File: src/rtl/core/dmv_pkg.sv
// ----------------------------------------------------------------------------
// dmv_pkg
// shared sizes, codes, types and arithmetic helpers of the matrix-vector mac
// ----------------------------------------------------------------------------
`default_nettype none

package dmv_pkg;

    localparam int MAX_DIM       = 16;
    localparam int VALUE_BITS    = 32;
    localparam int FRAC_BITS     = 16;
    localparam int FIELD_BITS    = 32;
    localparam int KIND_BITS     = 2;
    localparam int IDX_BITS      = $clog2(MAX_DIM);
    localparam int CFG_BITS      = 5;
    localparam int DEPTH         = MAX_DIM * MAX_DIM;
    localparam int ADDR_BITS     = $clog2(DEPTH);
    localparam int SIZE_RESET    = 16;
    localparam int PADDR_BITS    = 3;
    localparam int APB_DATA_BITS = 32;
    localparam int PROD_BITS     = 2 * VALUE_BITS;

    // width of one shifted product, and of the running row sum
    localparam int TERM_BITS = (PROD_BITS - FRAC_BITS > VALUE_BITS) ?
                               (PROD_BITS - FRAC_BITS) : VALUE_BITS;
    localparam int ACC_BITS  = TERM_BITS + $clog2(MAX_DIM) + 1;

    localparam logic signed [63:0] VAL_MAX = (64'sd1 <<< (VALUE_BITS - 1)) - 64'sd1;
    localparam logic signed [63:0] VAL_MIN = -VAL_MAX - 64'sd1;

    // register index, as decoded from paddr bit 2
    localparam logic [0:0] REG_ROWS = 1'b0;
    localparam logic [0:0] REG_COLS = 1'b1;

    typedef enum logic [KIND_BITS-1:0] {
        KIND_ACC  = 2'd0,
        KIND_READ = 2'd1,
        KIND_VEC  = 2'd2,
        KIND_ROW  = 2'd3
    } kind_t;

    typedef enum logic [2:0] {
        S_IDLE,
        S_READ,
        S_ROW,
        S_DRAIN,
        S_PUT
    } state_t;

    // control broadcast from the sequencer to every cell of the chain
    typedef struct packed {
        logic                vec_we;
        logic [IDX_BITS-1:0] vec_col;
        logic                mvalid;
        logic [IDX_BITS-1:0] mcol;
        logic                skip;
        logic [IDX_BITS-1:0] row;
    } cell_ctrl_t;

    function automatic logic [CFG_BITS-1:0] eff_size(input logic [CFG_BITS-1:0] v);
        logic [CFG_BITS-1:0] r;
        priority if (v == '0)
            r = CFG_BITS'(1);
        else if (v > CFG_BITS'(MAX_DIM))
            r = CFG_BITS'(MAX_DIM);
        else
            r = v;
        return r;
    endfunction

    function automatic logic signed [VALUE_BITS-1:0] sat_value(input logic signed [63:0] v);
        logic signed [VALUE_BITS-1:0] r;
        priority if (v > VAL_MAX)
            r = VALUE_BITS'(VAL_MAX);
        else if (v < VAL_MIN)
            r = VALUE_BITS'(VAL_MIN);
        else
            r = VALUE_BITS'(v);
        return r;
    endfunction

endpackage

`default_nettype wire

File: src/rtl/core/dmv_cell.sv
// ----------------------------------------------------------------------------
// dmv_cell
// one column cell: holds a vector element, multiplies it with the matrix
// entry of its column and adds the term into the row sum passing through
// ----------------------------------------------------------------------------
`default_nettype none

module dmv_cell (
    input  logic                                   clk,
    input  logic                                   rst_n,
    input  logic [dmv_pkg::IDX_BITS-1:0]           cell_idx,
    input  dmv_pkg::cell_ctrl_t                    ctrl,
    input  logic signed [dmv_pkg::VALUE_BITS-1:0]  vec_wdata,
    input  logic signed [dmv_pkg::VALUE_BITS-1:0]  mdata,
    input  logic                                   tok_in,
    input  logic signed [dmv_pkg::ACC_BITS-1:0]    sum_in,
    output logic                                   tok_out,
    output logic signed [dmv_pkg::ACC_BITS-1:0]    sum_out
);

    logic signed [dmv_pkg::VALUE_BITS-1:0] vec_reg;
    logic signed [dmv_pkg::PROD_BITS-1:0]  prod_reg;
    logic signed [dmv_pkg::PROD_BITS-1:0]  prod_next;
    logic                                  pv_reg;
    logic                                  pv_next;
    logic                                  tok_reg;
    logic signed [dmv_pkg::ACC_BITS-1:0]   sum_reg;
    logic signed [dmv_pkg::ACC_BITS-1:0]   sum_next;
    logic signed [dmv_pkg::ACC_BITS-1:0]   term;

    assign prod_next = dmv_pkg::PROD_BITS'(mdata) * dmv_pkg::PROD_BITS'(vec_reg);

    // this cell's column is on the bus, and it is not a skipped diagonal
    assign pv_next = ctrl.mvalid && (ctrl.mcol == cell_idx) &&
                     !(ctrl.skip && (ctrl.row == cell_idx));

    // arithmetic shift floors toward minus infinity
    assign term     = dmv_pkg::ACC_BITS'(prod_reg >>> dmv_pkg::FRAC_BITS);
    assign sum_next = sum_in + (pv_reg ? term : '0);

    always_ff @(posedge clk)
    begin
        if (ctrl.vec_we && (ctrl.vec_col == cell_idx))
        begin
            vec_reg <= vec_wdata;
        end
        prod_reg <= prod_next;
        sum_reg  <= sum_next;
    end

    always_ff @(posedge clk or negedge rst_n)
    begin
        if (!rst_n)
        begin
            pv_reg  <= 1'b0;
            tok_reg <= 1'b0;
        end
        else
        begin
            pv_reg  <= pv_next;
            tok_reg <= tok_in;
        end
    end

    assign tok_out = tok_reg;
    assign sum_out = sum_reg;

endmodule

`default_nettype wire

File: config.mk
export PLATFORM = sky130hd
export DESIGN_NAME = dmv_cell
export DESIGN_NICKNAME = d
export VERILOG_FILES = /design/src/rtl/core/dmv_pkg.sv /design/src/rtl/core/dmv_cell.sv
export SDC_FILE = /design/constraint.sdc
export NUM_CORES = 2
export LEC_CHECK = 0
export ABC_AREA = 1
export BUFFER_PORTS_ARGS = -buffer_cell sky130_fd_sc_hd__buf_2
export CAP_MARGIN = 20
export CORE_ASPECT_RATIO = 2
export CORE_MARGIN = 2
export CORE_UTILIZATION = 66
export CTS_CLUSTER_DIAMETER = 50
export DETAILED_ROUTE_END_ITERATION = 7
export PLACE_DENSITY = 0.9
export SYNTH_ARGS = -nofsm -noshare
export SYNTH_HDL_FRONTEND = slang
export SYNTH_SLANG_ARGS = --single-unit
File: constraint.sdc
create_clock -name clk -period 8.7 [get_ports clk]
set_clock_uncertainty 0.15 [all_clocks]
set_input_delay 0.435 -clock clk [delete_from_list [all_inputs] [get_ports clk]]
set_output_delay 0.435 -clock clk [all_outputs]
set_load 0.03 [all_outputs]
==> impl_metrics.py <==
metrics = {
    "timing": {
        "slew-limit-headroom_pct": 23.9,
        "setup_viol": 0,
        "final_min_period_over_clock_period_pct": 92.0,
        "hold_violations": 0,
        "finalWorstPathRequiredPeriod_ns": 8.00,
        "worst_slew_pin_slew_ns": 1.14,
        "setup_total_negative_slack_ns": 0,
        "timing_max_transition_violations_final": 0,
        "final.setup.worst_slack_ns": 0.700,
        "unrepaired_setup_endpoints_after_global_routing": "false",
        "max_freq_ghz": 0.125,
    },
    "critical_path": {
        "setup.worst_path.end_class": "register",
        "cpMaxStageDelayCell": "fa_1",
        "reg2regPathDepth": 27,
        "r2r_slack_ns": 0.70,
        "critical_path_class": "reg -> reg",
        "cp.buffers_inverters": 8,
        "critical_path_arrival_ns": 8.23,
        "critical_path.max_stage_delay_ns": 0.61,
        "largest_fanout_of_any_net_on_the_critical_path": 31,
        "start_kind": "register",
        "crit_family": "adder cells",
        "timing.rr.end": "prod_reg[50]$_DFF_P_",
        "worst_r2r_startpoint": "vec_reg[3]$_DFFE_PP_",
        "timing.critical_path.required_ns": 8.93,
        "path_common_cell": "fa_1",
    },
    "placement": {
        "numPlacedInstances": 6951,
        "gpl.final_weighted_congestion": 1.05,
        "dp_hpwl_um": 126000,
        "preCtsSetupSlack_ns": 0.717,
        "input_output_buffers": 192,
    },
    "final_layout": {
        "post_route_cells_drive_above_1_share_pct": 5.43,
        "areaGrowthSynthToFinish_pct": 6.47,
        "final_net_count": 7558,
        "most-common-layout-cells": "inv_1 (1,832), nand2_1 (1,686), fa_1 (1,082), nor2_1 (281), ha_1 (232)",
        "largest_register_ffs": 53,
        "layoutNonFillerInstCount": 7017,
        "finish.utilization_pct": 71.0,
        "fillers": 5202,
        "mostFrequentLayoutCell": "inv_1",
    },
    "min_path": {
        "worst_hold_path.num_cells": 1,
        "worst_hold_startpoint": "vec_wdata[2]",
        "hold_path_end": "vec_reg[2]$_DFFE_PP_",
        "worstHoldPathType": "in -> reg",
    },
    "synth": {
        "synth_simple_gate_area_share_pct": 18.2,
        "async_reset_ff_share_pct": 1.48,
        "post_synth_instance_area_um2": 45700,
        "ys.flop_type": "dfxtp_1",
        "yosys.area_share.xor_xnor_pct": 1.21,
        "ys_ff_latch": 135,
        "post_synth_fa_ha_maj_area_fraction_pct": 53.7,
        "synth_cell_type_count": 38,
        "synth_top_family_by_area": "adder cells",
        "synth_nets": 7435,
        "netlist_instances": 5982,
        "ys_seq_area_share_pct": 6.63,
        "synthMuxAreaShare_pct": 0,
        "postSynthAreaPerCell_um2": 7.64,
        "synth_compound_gate_area_share_pct": 3.51,
        "count_of_flip_flops_with_a_built_in_enable_after_synthesis": 32,
        "synth.yosys.warnings": 0,
    },
    "routing": {
        "detail_route.drc_violations": 1,
        "number_of_drc_violations_after_detailed_routing_iteration_0": 3783,
        "drt-pass1-iter-count": 8,
        "routedWlPerCell_um": 22.2,
        "antenna_left": 0,
        "drt-vias-per-instance": 5.76,
        "routed_wl_um": 156000,
        "num_vias": 40400,
    },
    "clock_network": {
        "h_tree_lvls": 4,
        "cts.clk_slew.worst_paths_ns": 0.07,
        "clk-insertion-delay-late_ns": 0.50,
        "cts-root-to-sink-buffers": 2,
        "cts_inserted_buffers": 17,
        "cts_post_setup_buffers_inserted": 0,
        "cts-root-buf": "clkbuf_16",
        "cts_tree": "done",
        "cts_sinks": 135,
    },
    "grt": {
        "wire_length_of_the_first_global_routing_pass_um": 241000,
        "antenna_found_initial": 1,
        "grt_util_all_layers_pct": 45.9,
        "maximum_number_of_pins_on_one_net_before_global_route_repair": 49,
        "grt_overflow": 0,
        "grt_pass1_vias": 45000,
    },
    "die": {
        "die_w_um": 190,
        "die_h_um": 376,
        "floorplan.die_area_um2": 71500,
        "ios": 193,
        "initial_utilization_pct": 66.7,
        "core_region_area_um2": 68600,
        "rows": 136,
    },
    "run_status": {
        "status": "complete, but fails checks",
        "violations_in_the_final_reports": "DRC",
    },
    "run": {
        "drv_cap": 0,
    },
}
-- synth_stat cells (2+ instances only) --
cell type	number	share of area, %
dfrtp_1	2	0.11
dfxtp_1	101	4.4
a21boi_0	5	0.082
xnor2_1	14	0.27
a21o_1	3	0.049
nand4_1	23	0.31
o21bai_1	27	0.44
buf_1	2	0.016
inv_1	1832	15
inv_2	6	0.049
o21ai_1	6	0.066
nor2_1	281	2.3
or2_2	5	0.068
fa_1	1082	47
o21ai_0	88	0.96
edfxtp_1	32	2.1
nand3b_1	2	0.033
nor4_1	6	0.082
nand3_1	103	1.1
nand2_1	1686	14
a21oi_2	2	0.038
a21oi_1	154	1.7
xor2_1	49	0.94
nand2_2	4	0.055
nor2_2	7	0.096
a21boi_2	2	0.049
o22ai_1	2	0.027
ha_1	232	6.3
clkbuf_1	195	1.6
nor3_1	21	0.23
-- through the flow --
step	hold slack (ns)	instance area [um^2]
floorplan	-0.0106	45700
global placement	0.0701	47700
detailed placement	0.0708	47700
CTS	0.00100	48600
global route	0.00836	48700
finish	0.0174	48700
-- worst reg2reg max path, delay by kind of cell, from the launching register on --
kind | cells | cell delay, ns
AOI/OAI and AO/OA | 2 | 0.26
adders and majority gates | 9 | 4.64
buffers and inverters | 8 | 1.35
DFF | 1 | 0.58
and+or+nand+nor | 8 | 0.91
-- final cells by class --
type	instances	area, um^2	area share [%]
clock buffers	19	464	0.954
repair buffers	301	1970	4.05
flip-flops and latches	135	3030	6.23
diodes	2	5.00	0.0103
inverters	1838	6900	14.2
clock inverters	13	126	0.260
well taps	897	1120	2.31
multi-input cells	3812	35000	72.0
-- worst max-delay path by stage --
stage	start	to	slack, ns	cells after the start
after global placement	mdata[31]	prod_reg[49]$_DFF_P_	0.77	24
after detailed placement	mdata[31]	prod_reg[57]$_DFF_P_	0.72	21
final	vec_reg[3]$_DFFE_PP_	prod_reg[50]$_DFF_P_	0.70	27
after floorplan	mdata[31]	prod_reg[56]$_DFF_P_	1.42	27
after CTS	vec_reg[14]$_DFFE_PP_	prod_reg[57]$_DFF_P_	0.91	22
after global routing	vec_reg[14]$_DFFE_PP_	prod_reg[58]$_DFF_P_	0.46	26
-- routing by layer --
metal  track usage [%]  up-vias  part of all wire (%)
li1                  -    17000                     -
met1              44.5    19300                    28
met2              77.8     2815                    49
met3              10.8     1314                   9.9
met4              46.0        2                    13
met5                 0        -                0.0077
-- cell families (layout without fill, tap and decap cells) --
| group | count (synthesis) | in the layout |
|---|---|---|
| simple gates | 2140 | 2140 |
| buf+inv | 2035 | 2171 |
| xor+xnor | 63 | 63 |
| other cells | 0 | 2 |
| compound gates | 295 | 295 |
| fa+ha+maj | 1314 | 1314 |
| flops | 135 | 135 |
-- timing repair --
item | CTS | global route
endpoints found under the hold margin | 31 | 0
gates resized for setup | 0 | 0
hold buffers | 30 | 0
Power is left out: the tool's default activity adds up to more than one toggle a clock period on the data nets, which glitch-free logic cannot reach.
